File: src/hw/rtl/assert_macros.svh
// Assertion helpers for the frame pacer RTL.
// Each macro expands to a labeled concurrent assertion in simulation and to
// nothing in synthesis.
`ifndef ASSERT_MACROS_SVH
`define ASSERT_MACROS_SVH

`ifndef SYNTHESIS

// Same-cycle implication, checked at every rising clock edge.
`define ASSERT_IMPLIES(lbl, clk, rst, ante, cons, msg) \
   lbl: assert property (@(posedge clk) disable iff (rst) (ante) |-> (cons)) \
      else $error(msg);

// Next-cycle implication, checked at every rising clock edge.
`define ASSERT_NEXT(lbl, clk, rst, ante, cons, msg) \
   lbl: assert property (@(posedge clk) disable iff (rst) (ante) |=> (cons)) \
      else $error(msg);

`else

`define ASSERT_IMPLIES(lbl, clk, rst, ante, cons, msg)
`define ASSERT_NEXT(lbl, clk, rst, ante, cons, msg)

`endif

`endif

File: src/hw/rtl/fpoc_pkg.sv
package fpoc_pkg;

   // Field and state widths
   localparam int TIME_W   = 62;
   localparam int PERIOD_W = 40;
   localparam int OVER_W   = 42;
   localparam int CHECK_W  = 63;
   localparam int CALC_W   = 66;

   // Battery flag is resampled at most once per this many nanoseconds.
   localparam logic [CHECK_W-1:0] CHECK_INTERVAL = 63'd10_000_000_000;

   // Largest sleep that can be reported.
   localparam logic [PERIOD_W-1:0] SLEEP_MAX = 40'hFF_FFFF_FFFF;

   // Floor applied to a measured oversleep before it is stored.
   localparam logic signed [OVER_W-1:0] OVER_MIN = {1'b1, 41'd0};

   typedef enum logic [1:0] {
      ACT_DISABLED   = 2'd0,
      ACT_NO_SLEEP   = 2'd1,
      ACT_GRANT      = 2'd2,
      ACT_REPORT_ACK = 2'd3
   } action_type;

   typedef enum logic {
      MODE_REQUEST = 1'b0,
      MODE_REPORT  = 1'b1
   } mode_type;

   typedef enum logic {
      REG_PERIOD_MAINS   = 1'b0,
      REG_PERIOD_BATTERY = 1'b1
   } csr_index_type;

   // One oversleep sample headed for the history ring.
   typedef struct packed {
      logic                     push;
      logic signed [OVER_W-1:0] value;
   } ring_push_type;

endpackage

File: src/hw/rtl/fpoc_ram.sv
module fpoc_ram #(
   parameter int WIDTH = 8,
   parameter int DEPTH = 4
) (
   input  logic                     clock,
   input  logic                     we,
   input  logic [$clog2(DEPTH)-1:0] waddr,
   input  logic [WIDTH-1:0]         wdata,
   input  logic [$clog2(DEPTH)-1:0] raddr,
   output logic [WIDTH-1:0]         rdata
);

   logic [WIDTH-1:0] mem [DEPTH];
   logic [WIDTH-1:0] rdata_ff;

   // One write port and one registered read port.
   always_ff @(posedge clock) begin
      if (we) begin
         mem[waddr] <= wdata;
      end
      rdata_ff <= mem[raddr];
   end

   assign rdata = rdata_ff;

endmodule

File: src/hw/rtl/fpoc_ring.sv
module fpoc_ring #(
   parameter int RING_DEPTH = 4,
   parameter int SUM_W      = 44
) (
   input  logic                    clock,
   input  logic                    reset,
   input  fpoc_pkg::ring_push_type ring_push,
   output logic signed [SUM_W-1:0] sum_next
);

   localparam int SLOT_W = $clog2(RING_DEPTH);
   localparam int OVER_W = fpoc_pkg::OVER_W;

   logic [SLOT_W-1:0]        slot_ff, slot_in;
   logic [RING_DEPTH-1:0]    valid_ff;
   logic signed [SUM_W-1:0]  sum_ff, sum_in;
   logic [OVER_W-1:0]        rdata;
   logic signed [OVER_W-1:0] old_value;

   // Next write slot, wrapping at the ring depth.
   always_comb begin
      slot_in = slot_ff;
      if (ring_push.push) begin
         slot_in = (slot_ff == SLOT_W'(RING_DEPTH - 1)) ? '0 : slot_ff + 1'b1;
      end
   end

   // The read port addresses the next write slot, so the sample about to be
   // replaced is ready when the next push arrives.
   fpoc_ram #(
      .WIDTH (OVER_W),
      .DEPTH (RING_DEPTH)
   ) u_ring_ram (
      .clock (clock),
      .we    (ring_push.push),
      .waddr (slot_ff),
      .wdata (ring_push.value),
      .raddr (slot_in),
      .rdata (rdata)
   );

   // A slot that was never written counts as zero.
   assign old_value = valid_ff[slot_ff] ? $signed(rdata) : '0;

   // Running sum drops the oldest sample and adds the new one.
   always_comb begin
      sum_in = sum_ff;
      if (ring_push.push) begin
         sum_in = sum_ff - SUM_W'(old_value) + SUM_W'(ring_push.value);
      end
   end

   assign sum_next = sum_in;

   always_ff @(posedge clock) begin
      if (reset) begin
         slot_ff  <= '0;
         valid_ff <= '0;
         sum_ff   <= '0;
      end else begin
         slot_ff <= slot_in;
         sum_ff  <= sum_in;
         if (ring_push.push) begin
            valid_ff[slot_ff] <= 1'b1;
         end
      end
   end

endmodule

File: src/hw/rtl/fpoc_avg.sv
module fpoc_avg #(
   parameter int RING_DEPTH = 4,
   parameter int SUM_W      = 44
) (
   input  logic                    clock,
   input  logic                    reset,
   input  logic                    start,
   input  logic signed [SUM_W-1:0] sum_next,
   output logic signed [SUM_W-1:0] avg,
   output logic                    busy
);

   logic signed [SUM_W-1:0] avg_ff;

   assign avg = avg_ff;

   generate
      if ((RING_DEPTH & (RING_DEPTH - 1)) == 0) begin : g_shift
         localparam int SHIFT = $clog2(RING_DEPTH);

         logic signed [SUM_W-1:0] bias;
         logic signed [SUM_W-1:0] biased;

         // Rounding toward zero: bias negative sums before the arithmetic shift.
         assign bias   = sum_next[SUM_W-1] ? SUM_W'(RING_DEPTH - 1) : '0;
         assign biased = sum_next + bias;
         assign busy   = 1'b0;

         always_ff @(posedge clock) begin
            if (reset) begin
               avg_ff <= '0;
            end else if (start) begin
               avg_ff <= biased >>> SHIFT;
            end
         end
      end else begin : g_divide
         localparam int STEPS   = 8;
         localparam int PAD_W   = ((SUM_W + STEPS - 1) / STEPS) * STEPS;
         localparam int N_CYC   = PAD_W / STEPS;
         localparam int CNT_W   = $clog2(N_CYC + 1);
         localparam int SHIFT_S = SUM_W + $clog2(RING_DEPTH);
         localparam int PROD_W  = PAD_W + SHIFT_S;
         localparam logic [63:0] RECIP_FULL =
            ((64'd1 << SHIFT_S) + 64'(RING_DEPTH - 1)) / 64'(RING_DEPTH);
         localparam logic [SHIFT_S-1:0] RECIP_M = RECIP_FULL[SHIFT_S-1:0];

         logic [PAD_W-1:0]           work_ff;
         logic [PROD_W-1:0]          acc_ff, acc_v;
         logic [STEPS+SHIFT_S-1:0]   part;
         logic [CNT_W-1:0]           cnt_ff;
         logic                       neg_ff;
         logic                       running_ff;
         logic [SUM_W-1:0]           mag;
         logic [SUM_W-1:0]           quot;

         // Magnitude of the sum; the sign is put back on the quotient.
         assign mag  = sum_next[SUM_W-1] ? SUM_W'(-sum_next) : SUM_W'(sum_next);
         assign busy = running_ff;

         // Multiply the magnitude by the rounded-up reciprocal of the ring
         // depth, eight bits per cycle from the top; the quotient is the
         // product shifted down.
         assign part  = work_ff[PAD_W-1 -: STEPS] * RECIP_M;
         assign acc_v = {acc_ff[PROD_W-STEPS-1:0], {STEPS{1'b0}}} + PROD_W'(part);
         assign quot  = acc_v[SHIFT_S +: SUM_W];

         always_ff @(posedge clock) begin
            if (reset) begin
               running_ff <= 1'b0;
               cnt_ff     <= '0;
               avg_ff     <= '0;
            end else if (start) begin
               running_ff <= 1'b1;
               cnt_ff     <= '0;
               work_ff    <= PAD_W'(mag);
               acc_ff     <= '0;
               neg_ff     <= sum_next[SUM_W-1];
            end else if (running_ff) begin
               work_ff <= {work_ff[PAD_W-STEPS-1:0], {STEPS{1'b0}}};
               acc_ff  <= acc_v;
               cnt_ff  <= cnt_ff + 1'b1;
               if (cnt_ff == CNT_W'(N_CYC - 1)) begin
                  running_ff <= 1'b0;
                  avg_ff     <= neg_ff ? -$signed(quot) : $signed(quot);
               end
            end
         end
      end
   endgenerate

endmodule

File: src/hw/rtl/frame_pacer_overshoot_comp_top.sv
// Frame pacer with oversleep compensation.
// Configuration: csr_we writes csr_wdata into the mains period (index 0) or
// the battery period (index 1); a period of zero disables pacing. Write only
// while no beat is in flight.
// Request channel (req_*): tuser carries the beat kind (frame request or
// completion report), tdata the timestamp and the present battery flag.
// Result channel (rsp_*): one beat per request beat; tuser carries the
// action, tdata the granted sleep in nanoseconds.
// A beat accepted into the input register is decided into the result
// register when it advances. One beat is taken every cycle while the result
// register is free and the average is current. With a non-power-of-two ring
// depth, a report that stores an oversleep makes the next beat wait while
// the new average is formed by a sequential reciprocal multiplication; with
// a power-of-two depth there is no wait.
// Reset (synchronous) clears both periods, the timing history, the average
// and all pending state, including any beat or result not yet taken.
// A stalled receiver holds the result register; the input register keeps
// accepting until it is also full, after which req_tready drops.
module frame_pacer_overshoot_comp_top #(
   parameter int RING_DEPTH = 4
) (
   input  logic        clock,
   input  logic        reset,
   // Configuration write port
   input  logic        csr_we,
   input  logic [0:0]  csr_index,
   input  logic [39:0] csr_wdata,
   // Request channel
   input  logic        req_tvalid,
   output logic        req_tready,
   input  logic [63:0] req_tdata,   // [61:0] now_time, [62] battery_now, [63] zero
   input  logic [0:0]  req_tuser,   // [0] mode
   // Result channel
   output logic        rsp_tvalid,
   input  logic        rsp_tready,
   output logic [39:0] rsp_tdata,   // [39:0] sleep_time
   output logic [1:0]  rsp_tuser    // [1:0] action
);

   localparam int SUM_W    = fpoc_pkg::OVER_W + $clog2(RING_DEPTH);
   localparam int CALC_W   = fpoc_pkg::CALC_W;
   localparam int TIME_W   = fpoc_pkg::TIME_W;
   localparam int PERIOD_W = fpoc_pkg::PERIOD_W;
   localparam int CHECK_W  = fpoc_pkg::CHECK_W;
   localparam int OVER_W   = fpoc_pkg::OVER_W;

   // Configuration registers
   logic [PERIOD_W-1:0] period_mains_ff;
   logic [PERIOD_W-1:0] period_battery_ff;

   // Input register
   logic                 s1_valid_ff;
   fpoc_pkg::mode_type   s1_mode_ff;
   logic [TIME_W-1:0]    s1_now_ff;
   logic                 s1_batt_ff;

   // Result register
   logic                 rsp_valid_ff;
   fpoc_pkg::action_type rsp_action_ff, rsp_action_in;
   logic [PERIOD_W-1:0]  rsp_sleep_ff, rsp_sleep_in;

   // Pacer state
   logic [TIME_W-1:0]   lft_ff, lft_in;
   logic [CHECK_W-1:0]  next_check_ff, next_check_in;
   logic                on_batt_ff, on_batt_in;
   logic                awaiting_ff, awaiting_in;
   logic                pending_ff, pending_in;
   logic [TIME_W-1:0]   sleep_start_ff, sleep_start_in;
   logic [PERIOD_W-1:0] granted_ff, granted_in;
   logic [PERIOD_W-1:0] frame_period_ff, frame_period_in;

   // Datapath
   logic                     out_free;
   logic                     advance;
   logic                     avg_busy;
   logic signed [SUM_W-1:0]  avg;
   logic signed [SUM_W-1:0]  sum_next;
   logic                     check_due;
   logic                     batt_sel;
   logic [PERIOD_W-1:0]      period_sel;
   logic signed [CALC_W-1:0] adj;
   logic signed [CALC_W-1:0] over;
   logic                     push_req;
   logic signed [OVER_W-1:0] push_value;
   fpoc_pkg::ring_push_type  ring_push;

   // Configuration writes
   always_ff @(posedge clock) begin
      if (reset) begin
         period_mains_ff   <= '0;
         period_battery_ff <= '0;
      end else if (csr_we) begin
         case (fpoc_pkg::csr_index_type'(csr_index))
            fpoc_pkg::REG_PERIOD_MAINS:   period_mains_ff   <= csr_wdata;
            fpoc_pkg::REG_PERIOD_BATTERY: period_battery_ff <= csr_wdata;
            default: ;
         endcase
      end
   end

   // Handshake: a beat leaves the input register when the result register
   // is free and the oversleep average is current.
   assign out_free   = !rsp_valid_ff || rsp_tready;
   assign advance    = s1_valid_ff && out_free && !avg_busy;
   assign req_tready = !s1_valid_ff || advance;

   always_ff @(posedge clock) begin
      if (reset) begin
         s1_valid_ff <= 1'b0;
      end else if (req_tready) begin
         s1_valid_ff <= req_tvalid;
      end
   end

   always_ff @(posedge clock) begin
      if (req_tvalid && req_tready) begin
         s1_mode_ff <= fpoc_pkg::mode_type'(req_tuser[0]);
         s1_now_ff  <= req_tdata[TIME_W-1:0];
         s1_batt_ff <= req_tdata[TIME_W];
      end
   end

   // Power source and period selection
   always_comb begin
      check_due  = (period_battery_ff != period_mains_ff) &&
                   ({1'b0, s1_now_ff} > next_check_ff);
      batt_sel   = check_due ? s1_batt_ff : on_batt_ff;
      period_sel = batt_sel ? period_battery_ff : period_mains_ff;
   end

   // Remaining period less average oversleep, and the measured oversleep.
   assign adj  = $signed({{(CALC_W - PERIOD_W){1'b0}}, period_sel})
               + $signed({{(CALC_W - TIME_W){1'b0}}, lft_ff})
               - $signed({{(CALC_W - TIME_W){1'b0}}, s1_now_ff})
               - CALC_W'(avg);
   assign over = $signed({{(CALC_W - TIME_W){1'b0}}, s1_now_ff})
               - $signed({{(CALC_W - TIME_W){1'b0}}, sleep_start_ff})
               - $signed({{(CALC_W - PERIOD_W){1'b0}}, granted_ff});

   // Per-beat decision and next state
   always_comb begin
      lft_in          = lft_ff;
      next_check_in   = next_check_ff;
      on_batt_in      = on_batt_ff;
      awaiting_in     = awaiting_ff;
      pending_in      = pending_ff;
      sleep_start_in  = sleep_start_ff;
      granted_in      = granted_ff;
      frame_period_in = frame_period_ff;
      rsp_action_in   = fpoc_pkg::ACT_REPORT_ACK;
      rsp_sleep_in    = '0;
      push_req        = 1'b0;
      push_value      = (over < CALC_W'(fpoc_pkg::OVER_MIN)) ? fpoc_pkg::OVER_MIN
                                                             : over[OVER_W-1:0];
      if (s1_mode_ff == fpoc_pkg::MODE_REQUEST) begin
         if (check_due) begin
            next_check_in = {1'b0, s1_now_ff} + fpoc_pkg::CHECK_INTERVAL;
            on_batt_in    = s1_batt_ff;
         end
         if (period_sel == '0) begin
            rsp_action_in = fpoc_pkg::ACT_DISABLED;
         end else begin
            frame_period_in = period_sel;
            sleep_start_in  = s1_now_ff;
            awaiting_in     = 1'b1;
            if (adj > 0) begin
               granted_in    = (adj > $signed({{(CALC_W - PERIOD_W){1'b0}},
                                               fpoc_pkg::SLEEP_MAX}))
                               ? fpoc_pkg::SLEEP_MAX : adj[PERIOD_W-1:0];
               pending_in    = 1'b1;
               rsp_action_in = fpoc_pkg::ACT_GRANT;
               rsp_sleep_in  = granted_in;
            end else begin
               granted_in    = '0;
               pending_in    = 1'b0;
               rsp_action_in = fpoc_pkg::ACT_NO_SLEEP;
            end
         end
      end else if (awaiting_ff) begin
         // Oversleeps of a full period or more are outliers and are dropped.
         push_req    = pending_ff &&
                       (over < $signed({{(CALC_W - PERIOD_W){1'b0}}, frame_period_ff}));
         lft_in      = s1_now_ff;
         awaiting_in = 1'b0;
         pending_in  = 1'b0;
      end
   end

   assign ring_push = '{push: advance && push_req, value: push_value};

   // State update
   always_ff @(posedge clock) begin
      if (reset) begin
         lft_ff          <= '0;
         next_check_ff   <= fpoc_pkg::CHECK_INTERVAL;
         on_batt_ff      <= 1'b0;
         awaiting_ff     <= 1'b0;
         pending_ff      <= 1'b0;
         sleep_start_ff  <= '0;
         granted_ff      <= '0;
         frame_period_ff <= '0;
      end else if (advance) begin
         lft_ff          <= lft_in;
         next_check_ff   <= next_check_in;
         on_batt_ff      <= on_batt_in;
         awaiting_ff     <= awaiting_in;
         pending_ff      <= pending_in;
         sleep_start_ff  <= sleep_start_in;
         granted_ff      <= granted_in;
         frame_period_ff <= frame_period_in;
      end
   end

   // Result register
   always_ff @(posedge clock) begin
      if (reset) begin
         rsp_valid_ff <= 1'b0;
      end else if (out_free) begin
         rsp_valid_ff <= advance;
      end
   end

   always_ff @(posedge clock) begin
      if (advance) begin
         rsp_action_ff <= rsp_action_in;
         rsp_sleep_ff  <= rsp_sleep_in;
      end
   end

   assign rsp_tvalid = rsp_valid_ff;
   assign rsp_tuser  = rsp_action_ff;
   assign rsp_tdata  = rsp_sleep_ff;

   // Oversleep history and its average
   fpoc_ring #(
      .RING_DEPTH (RING_DEPTH),
      .SUM_W      (SUM_W)
   ) u_ring (
      .clock     (clock),
      .reset     (reset),
      .ring_push (ring_push),
      .sum_next  (sum_next)
   );

   fpoc_avg #(
      .RING_DEPTH (RING_DEPTH),
      .SUM_W      (SUM_W)
   ) u_avg (
      .clock    (clock),
      .reset    (reset),
      .start    (ring_push.push),
      .sum_next (sum_next),
      .avg      (avg),
      .busy     (avg_busy)
   );

   `include "assert_macros.svh"

   `ASSERT_IMPLIES(a_grant_nonzero, clock, reset, rsp_valid_ff && (rsp_action_ff == fpoc_pkg::ACT_GRANT), rsp_sleep_ff != '0, "granted sleep is zero")
   `ASSERT_IMPLIES(a_sleep_only_grant, clock, reset, rsp_valid_ff && (rsp_action_ff != fpoc_pkg::ACT_GRANT), rsp_sleep_ff == '0, "sleep time on a non-grant result")
   `ASSERT_IMPLIES(a_pending_awaits, clock, reset, pending_ff, awaiting_ff, "sleep pending without an awaited report")
   `ASSERT_IMPLIES(a_stale_average, clock, reset, avg_busy, !advance, "beat processed while average is stale")
   `ASSERT_NEXT(a_result_loaded, clock, reset, advance, rsp_valid_ff, "processed beat produced no result")

endmodule
File: config.mk
export PLATFORM = sky130hd
export DESIGN_NAME = frame_pacer_overshoot_comp_top
export DESIGN_NICKNAME = d
export VERILOG_FILES = /design/src/hw/rtl/fpoc_pkg.sv /design/src/hw/rtl/fpoc_ram.sv /design/src/hw/rtl/fpoc_ring.sv /design/src/hw/rtl/fpoc_avg.sv /design/src/hw/rtl/frame_pacer_overshoot_comp_top.sv
export VERILOG_INCLUDE_DIRS = /design/src /design/src/hw/rtl
export SDC_FILE = /design/constraint.sdc
export NUM_CORES = 2
export LEC_CHECK = 0
export BUFFER_PORTS_ARGS = -buffer_cell sky130_fd_sc_hd__buf_2
export CORE_MARGIN = 5
export CORE_UTILIZATION = 35
export DETAILED_ROUTE_END_ITERATION = 10
export GPL_ROUTABILITY_DRIVEN = 0
export PLACE_DENSITY = 0.56
export SLEW_MARGIN = 5
export SYNTH_ARGS = -nofsm -noshare
export SYNTH_HDL_FRONTEND = slang
export SYNTH_SLANG_ARGS = --single-unit
File: constraint.sdc
create_clock -name clock -period 15.5 [get_ports clock]
set_input_delay 4.65 -clock clock [delete_from_list [all_inputs] [get_ports clock]]
set_output_delay 4.65 -clock clock [all_outputs]
set_load 0.005 [all_outputs]
Yosys cells after proc, flatten, opt, wreduce, memory -nomap -nowiden. Memory sizes are Yosys's and may differ from the RTL's. A register that Yosys moved wholly into a read port is not among the register bits. Cells that the tools add are included.

Bitwise logic cells: 4. $add $sub $neg: 10. Multiplexer cells: 26. Order comparisons: 7. Reduce and logical (&&, ||, !) cells: 20. Equality and inequality tests: 4.

Operators with widths (count): $mux 40 (3); $mux 42 (2); $gt 65x1->1 const B (1); $gt 65x41->1 const B (1); $sub 64x42->65 (1); $lt 64x41->1 (1); $lt 64x42->1 const B (1); $sub 63x41->64 (1); $sub 63x62->64 (1); $add 40x62->63 (1); $add 62x34->63 const B (1); $gt 62x63->1 (1); $sub 62x62->63 (1); $add 44x3->44 (1); $add 44x42->44 (1); $mux 44 (1); $sub 44x42->44 (1); $logic_not 40->1 (1); $ne 40x40->1 (1); $mux 1 (13); $reduce_and 3->1 (4); $mux 2 (5); $reduce_and 2->1 (4); $logic_and 1x1->1 (6); 13 further kinds (17).

Bits in registers: 550. Logic and storage cells: 93. Memories: 1. Memory bits (writable): 168.

Memory list: u_ring.u_ring_ram.mem (words 4, bits a word 42, rd ports 1, clocked after memory_dff 1, wr ports 1, RTL line fpoc_ram.sv:13) `logic [WIDTH-1:0] mem [DEPTH];`.

Depth between registers and ports, before layout.
Depth in word-level cells: 11. Mapped depth: 58.

Hierarchy. Synthesis repeated with hierarchy kept, for this count alone.

Cell total of the unflattened synthesis: 6024. Area, all modules: 52032.4 um2.

By module, submodules not included: frame_pacer_overshoot_comp_top (cells each 4610, area each 36277.3 um2, instances 1); fpoc_ram (cells each 266, area each 6985.4 um2, instances 1); fpoc_ring (cells each 869, area each 6442.4 um2, instances 1); fpoc_avg (cells each 279, area each 2327.2 um2, instances 1).

Worst setup path before layout. Ideal clock, no wire load.

Path kind: register to register. From: register s1_now_ff[14]. To: register u_avg.avg_ff[20] (netlist: u_avg.avg[20]). Stages on the path, launching flop included: 56. Arrival: 11.484 ns. Setup slack: 3.930 ns. Buffers on the path: 5. Path through: edfxtp_1 ha_1 clkbuf_1 and3_1 and3_1 a32oi_1 o21ai_1 a31oi_1 o21ai_0 a21oi_1 xnor2_1 ha_1 a21o_1 a21o_1 a21o_1 a41oi_1 o21ai_0 and4_1 [... 20 more ...] o2bb2ai_1 a31oi_1 o32ai_1 or4_1 a31oi_1 o21ai_0 xnor2_1 nand2_1 nand2_1 ha_1 a31oi_1 o21ai_1 o211ai_1 buf_6 buf_2 nor3_1 xnor2_1 a211oi_1.

Longest elaborated chain between the ends: 10. Elaborated cells between the ends (all ways): 13. Those cells by class: add/sub (4); order compare (2); mux (5); reduce/logical (2).

RTL lines: from (decl) (RTL line frame_pacer_overshoot_comp_top.sv:54) `logic [TIME_W-1:0] s1_now_ff;`; from (signal assigned) (RTL line frame_pacer_overshoot_comp_top.sv:118) `s1_now_ff <= req_tdata[TIME_W-1:0];`; $sub 62x62->63 (*) (RTL line frame_pacer_overshoot_comp_top.sv:137) `- $signed({{(CALC_W - TIME_W){1'b0}}, sleep_start_ff})`; $sub 63x41->64 (*) (RTL line frame_pacer_overshoot_comp_top.sv:138) `- $signed({{(CALC_W - PERIOD_W){1'b0}}, granted_ff});`; parallel branches: the longest is 5 deep, another holds $lt 64x42->1; $mux 44 (*) (RTL line fpoc_ring.sv:48) `if (ring_push.push) begin`; named net sum_next[43] (RTL line frame_pacer_overshoot_comp_top.sv:77) `logic signed [SUM_W-1:0] sum_next;`; $mux 2 (*) (RTL line fpoc_avg.sv:25) `assign bias = sum_next[SUM_W-1] ? SUM_W'(RING_DEPTH - 1) : '0;`; $add 44x3->44 (*) (RTL line fpoc_avg.sv:26) `assign biased = sum_next + bias;`; to (signal assigned) (RTL line fpoc_avg.sv:33) `avg_ff <= biased >>> SHIFT;`; to (decl) (RTL line fpoc_avg.sv:13) `logic signed [SUM_W-1:0] avg_ff;`.

Mark *: on every way through the listed nets, which the timed path passes. A chain may end at the register's enable or synchronous reset.

Final worst setup path.
From: register s1_now_ff[3]. To: register u_avg.avg_ff[38] (netlist: u_avg.avg[38]).

Same word-level chain as after synthesis.

==> metrics.yaml <==
run_status:
  run_status: "finished, final reports clean"
grt:
  grt_max_degree: 93
  grt_overflow: 0
  grt_antenna_before_repair: 11
  via_count_of_the_first_global_routing_pass: 41031
  grtUsageTotal_pct: 19.66
  grt_first_pass_wirelength_mm: 239.6
power:
  combinationalPowerShare_pct: 41.8
  swShare_pct: 38.96
  sequentialPowerShare_pct: 29.1
  power.net_switching_mw: 2.972
  cell_internal_pwr_mw: 4.655
  share_clk_of_total_power_pct: 29.2
  irDropWorstVdd_mv: 0.08720
  power.static_leakage_nw: 22.44
  power_density_nw_per_um2: 133.0
clocking:
  cts_htree_levels: 3
  cts_resized: 0
  clk_transition_reported_paths_ns: 0.06
  cts.sinks: 760
  cts-buffers-inserted: 88
  worstSkewPairLatency_ns: 0.73
  cts_buffer_depth: 3
  tritoncts: "yes"
  hold_buffers: 0
  post-cts-setup-buffer-count: 0
  clk_tree_root_cell: "sky130_fd_sc_hd__clkbuf_16"
route:
  drt-vias-per-instance: 5.333
  count_of_unresolved_drc_violations_after_routing: 0
  drt-initial-drc-count: 3342
  detailedRoute.firstPassIterationCount: 7
  route.detailed.wl_per_inst_microns: 19.18
  vias: 43274
  routed_wl_mm: 155.6
  antenna_left: 0
critical_path:
  timing.critical_path.slowest_cell_delay_ns: 0.59
  worstPathRequired_ns: 16.09
  critPathLaunchType: "register"
  worst_ep_arrival_time_ns: 14.95
  crit_path_top_delay_cell: "sky130_fd_sc_hd__edfxtp_1"
  worst-setup-path-type: "reg -> reg"
  path_max_fanout: 18
  setup.worst_path.end_class: "register"
timing:
  min_period_over_period_pct: 92.64
  clock.fmax_ghz: 0.06964
  finalClockSkew_ns: 0.05002
  finalHoldViolCount: 0
  setup_repair_after_global_routing_missed_its_margin: "false"
  setup_tns_ns: 0
  worst_case_headroom_to_the_max_slew_limit_pct: 22.91
  timing.final.setup_violations: 0
  final.min_clock_period_ns: 14.36
  slew_violations: 0
  worst_pin_slew_ns: 1.152
  finalWorstSetupSlack_ns: 1.140
yosys:
  synth-main-ff-cell: "sky130_fd_sc_hd__dfxtp_1"
  count_of_flip_flops_with_a_built_in_enable_after_synthesis: 274
  synth.yosys.seq_area_share_pct: 34.96
  synth_top_cells_by_area: "sky130_fd_sc_hd__dfxtp_1 19%, sky130_fd_sc_hd__edfxtp_1 16%, sky130_fd_sc_hd__ha_1 9.8%"
  yosys.area.top_type_share_pct: 18.94
  syn_nets: 6655
  yosys_register_bits: 760
  yosys.cell_types.count: 104
  synth-async-reset-ratio_pct: 0
  synth_largest_area_cell: "sky130_fd_sc_hd__dfxtp_1"
  synth_warn: 0
  netlist_area_sq_um: 51360
  post_synth.cell_area_avg_sq_um: 8.483
  postSynthCellCount: 6054
layout:
  finish.net_count: 6720
  storage_cell_area_sq_um: 17960
  drive_above_1_share_pct: 7.525
  multi_input_comb_area_sq_um: 30200
  layout.filler_cells: 14826
  syn2layout_area_growth_pct: 11.62
job:
  max-cap-violations: 0
die:
  die_width_microns: 393.1
  initial_utilization_pct: 35.24
  die_area_sq_um: 154500
  row_count: 140
  die_h_microns: 393.1
  core_area_sq_um: 145700
  io-pin-count: 155
placed_design:
  dp_hpwl_mm: 119.1
  pre_cts_slack_ns: 1.193
  placement.io_buffers: 153
worst_hold_path:
  holdCritPathClass: "reg -> reg"
==> critical path: cells and delay by family (launching register included) <==
family          cells  cell delay (ns)
compound gates     30             7.06
fa+ha+maj           5             2.00
mux                 1             0.40
xor+xnor            2             0.63
simple gates       11             2.98
buf+inv             3             0.44
flops               1             0.59
==> cell usage after synthesis, drive strengths merged, types with 25 or more instances <==
cell type	instances
edfxtp	274
o211ai	36
a21o	182
xor2	110
o21a	52
nand2	852
nor4	66
clkbuf	225
or3	25
and2	152
and3	79
o21bai	43
dfxtp	486
fa	87
nor2b	54
nor2	323
a211oi	163
buf	32
inv	603
xnor2	255
a21oi	580
nand2b	46
ha	403
nor3	77
a2111oi	42
mux2i	68
a31oi	88
o21ai	194
nand3	89
nand4	94
==> final timing paths <==
path | slack [ns] | from | cells past startpoint | endpoint
worst min-delay path | 0.45 | u_ring.sum_ff[10] | 2 | u_ring.sum_ff[10]
worst max register to register | 1.14 | s1_now_ff[3] | 52 | u_avg.avg[38]
worst max-delay path | 1.14 | s1_now_ff[3] | 52 | u_avg.avg[38]
worst min register to register | 0.45 | u_ring.sum_ff[10] | 2 | u_ring.sum_ff[10]
==> logic make-up (layout without fill, tap and decap cells) <==
family / Yosys count / in the layout / share of synthesized area [%]
compound gates: 1568 / 1568 / 19.74
xor+xnor: 365 / 365 / 6.225
fa+ha+maj: 490 / 490 / 13.21
buf+inv: 860 / 999 / 6.415
flops: 760 / 760 / 34.96
mux: 75 / 75 / 1.501
other cells: 0 / 5 / 0
simple gates: 1936 / 1936 / 17.95
==> layer usage <==
metal  GRT usage, %  share of wire, %  vias up
met2          30.78                43     1186
met4          5.733               2.7       12
met1          28.28                48    20487
met3          2.656               5.7      228
met5              0             0.040        -
li1               -                 -    21361
==> cell type report <==
| type | instances | share of cell area [%] |
|---|---|---|
| inverters | 603 | 3.948 |
| clock buffers | 126 | 4.444 |
| clock inverters | 38 | 0.9625 |
| diodes | 5 | 0.02183 |
| flip-flops and latches | 760 | 31.33 |
| well taps | 1917 | 4.184 |
| multi-input cells | 4434 | 52.68 |
| repair buffers | 232 | 2.431 |
==> placed cells by master, fill, tap and decap left out, types with 110 or more instances in the layout <==
cell and instances:
sky130_fd_sc_hd__nand2_1 850, sky130_fd_sc_hd__inv_1 601, sky130_fd_sc_hd__a21oi_1 575, sky130_fd_sc_hd__dfxtp_1 486
sky130_fd_sc_hd__ha_1 403, sky130_fd_sc_hd__nor2_1 322, sky130_fd_sc_hd__edfxtp_1 274, sky130_fd_sc_hd__xnor2_1 255
sky130_fd_sc_hd__a21o_1 181, sky130_fd_sc_hd__o21ai_0 175, sky130_fd_sc_hd__a211oi_1 161, sky130_fd_sc_hd__buf_2 152
sky130_fd_sc_hd__and2_1 147, sky130_fd_sc_hd__xor2_1 110
==> flip-flops by register name (all words and copies together), names as in the netlist, 2 cells and up <==
name / flops
u_ring.sum_ff: 44
period_battery_ff: 40
u_avg.avg: 42
rsp_tdata: 40
u_ring.slot_ff: 2
u_ring.valid_ff: 4
granted_ff: 40
next_check_ff: 63
u_ring.u_ring_ram.mem: 168
u_ring.u_ring_ram.rdata: 42
sleep_start_ff: 62
lft_ff: 62
frame_period_ff: 40
period_mains_ff: 40
s1_now_ff: 62
rsp_tuser: 2
==> power by group through the flow <==
stage                     clock (mW)  sequential (mW)  combinational, mW
after floorplan                    0             2.25               2.21
after detailed placement           0             2.26               3.09
after global placement             0             2.26               3.07
after CTS                       2.28             2.22               3.12
after global routing            2.36             2.22               3.49
final                           2.23             2.22               3.18
==> metrics by stage <==
step / instance area, sq um / instances / power (mW) / hold WS [ns] / util [%]
2_1_floorplan: 51360 / 6054 / 4.462 / 0.4250 / -
3_3_place_gp: 54210 / 7946 / 5.328 / 0.4371 / 37.20
3_5_place_dp: 54210 / 7946 / 5.352 / 0.4433 / 37.20
4_1_cts: 57310 / 8110 / 7.620 / 0.4517 / 39.33
5_1_grt: 57320 / 8112 / 8.064 / 0.4665 / 39.33
6_report: 57330 / 8115 / 7.627 / 0.4491 / 39.33
Power figures use the tool's default switching activity.
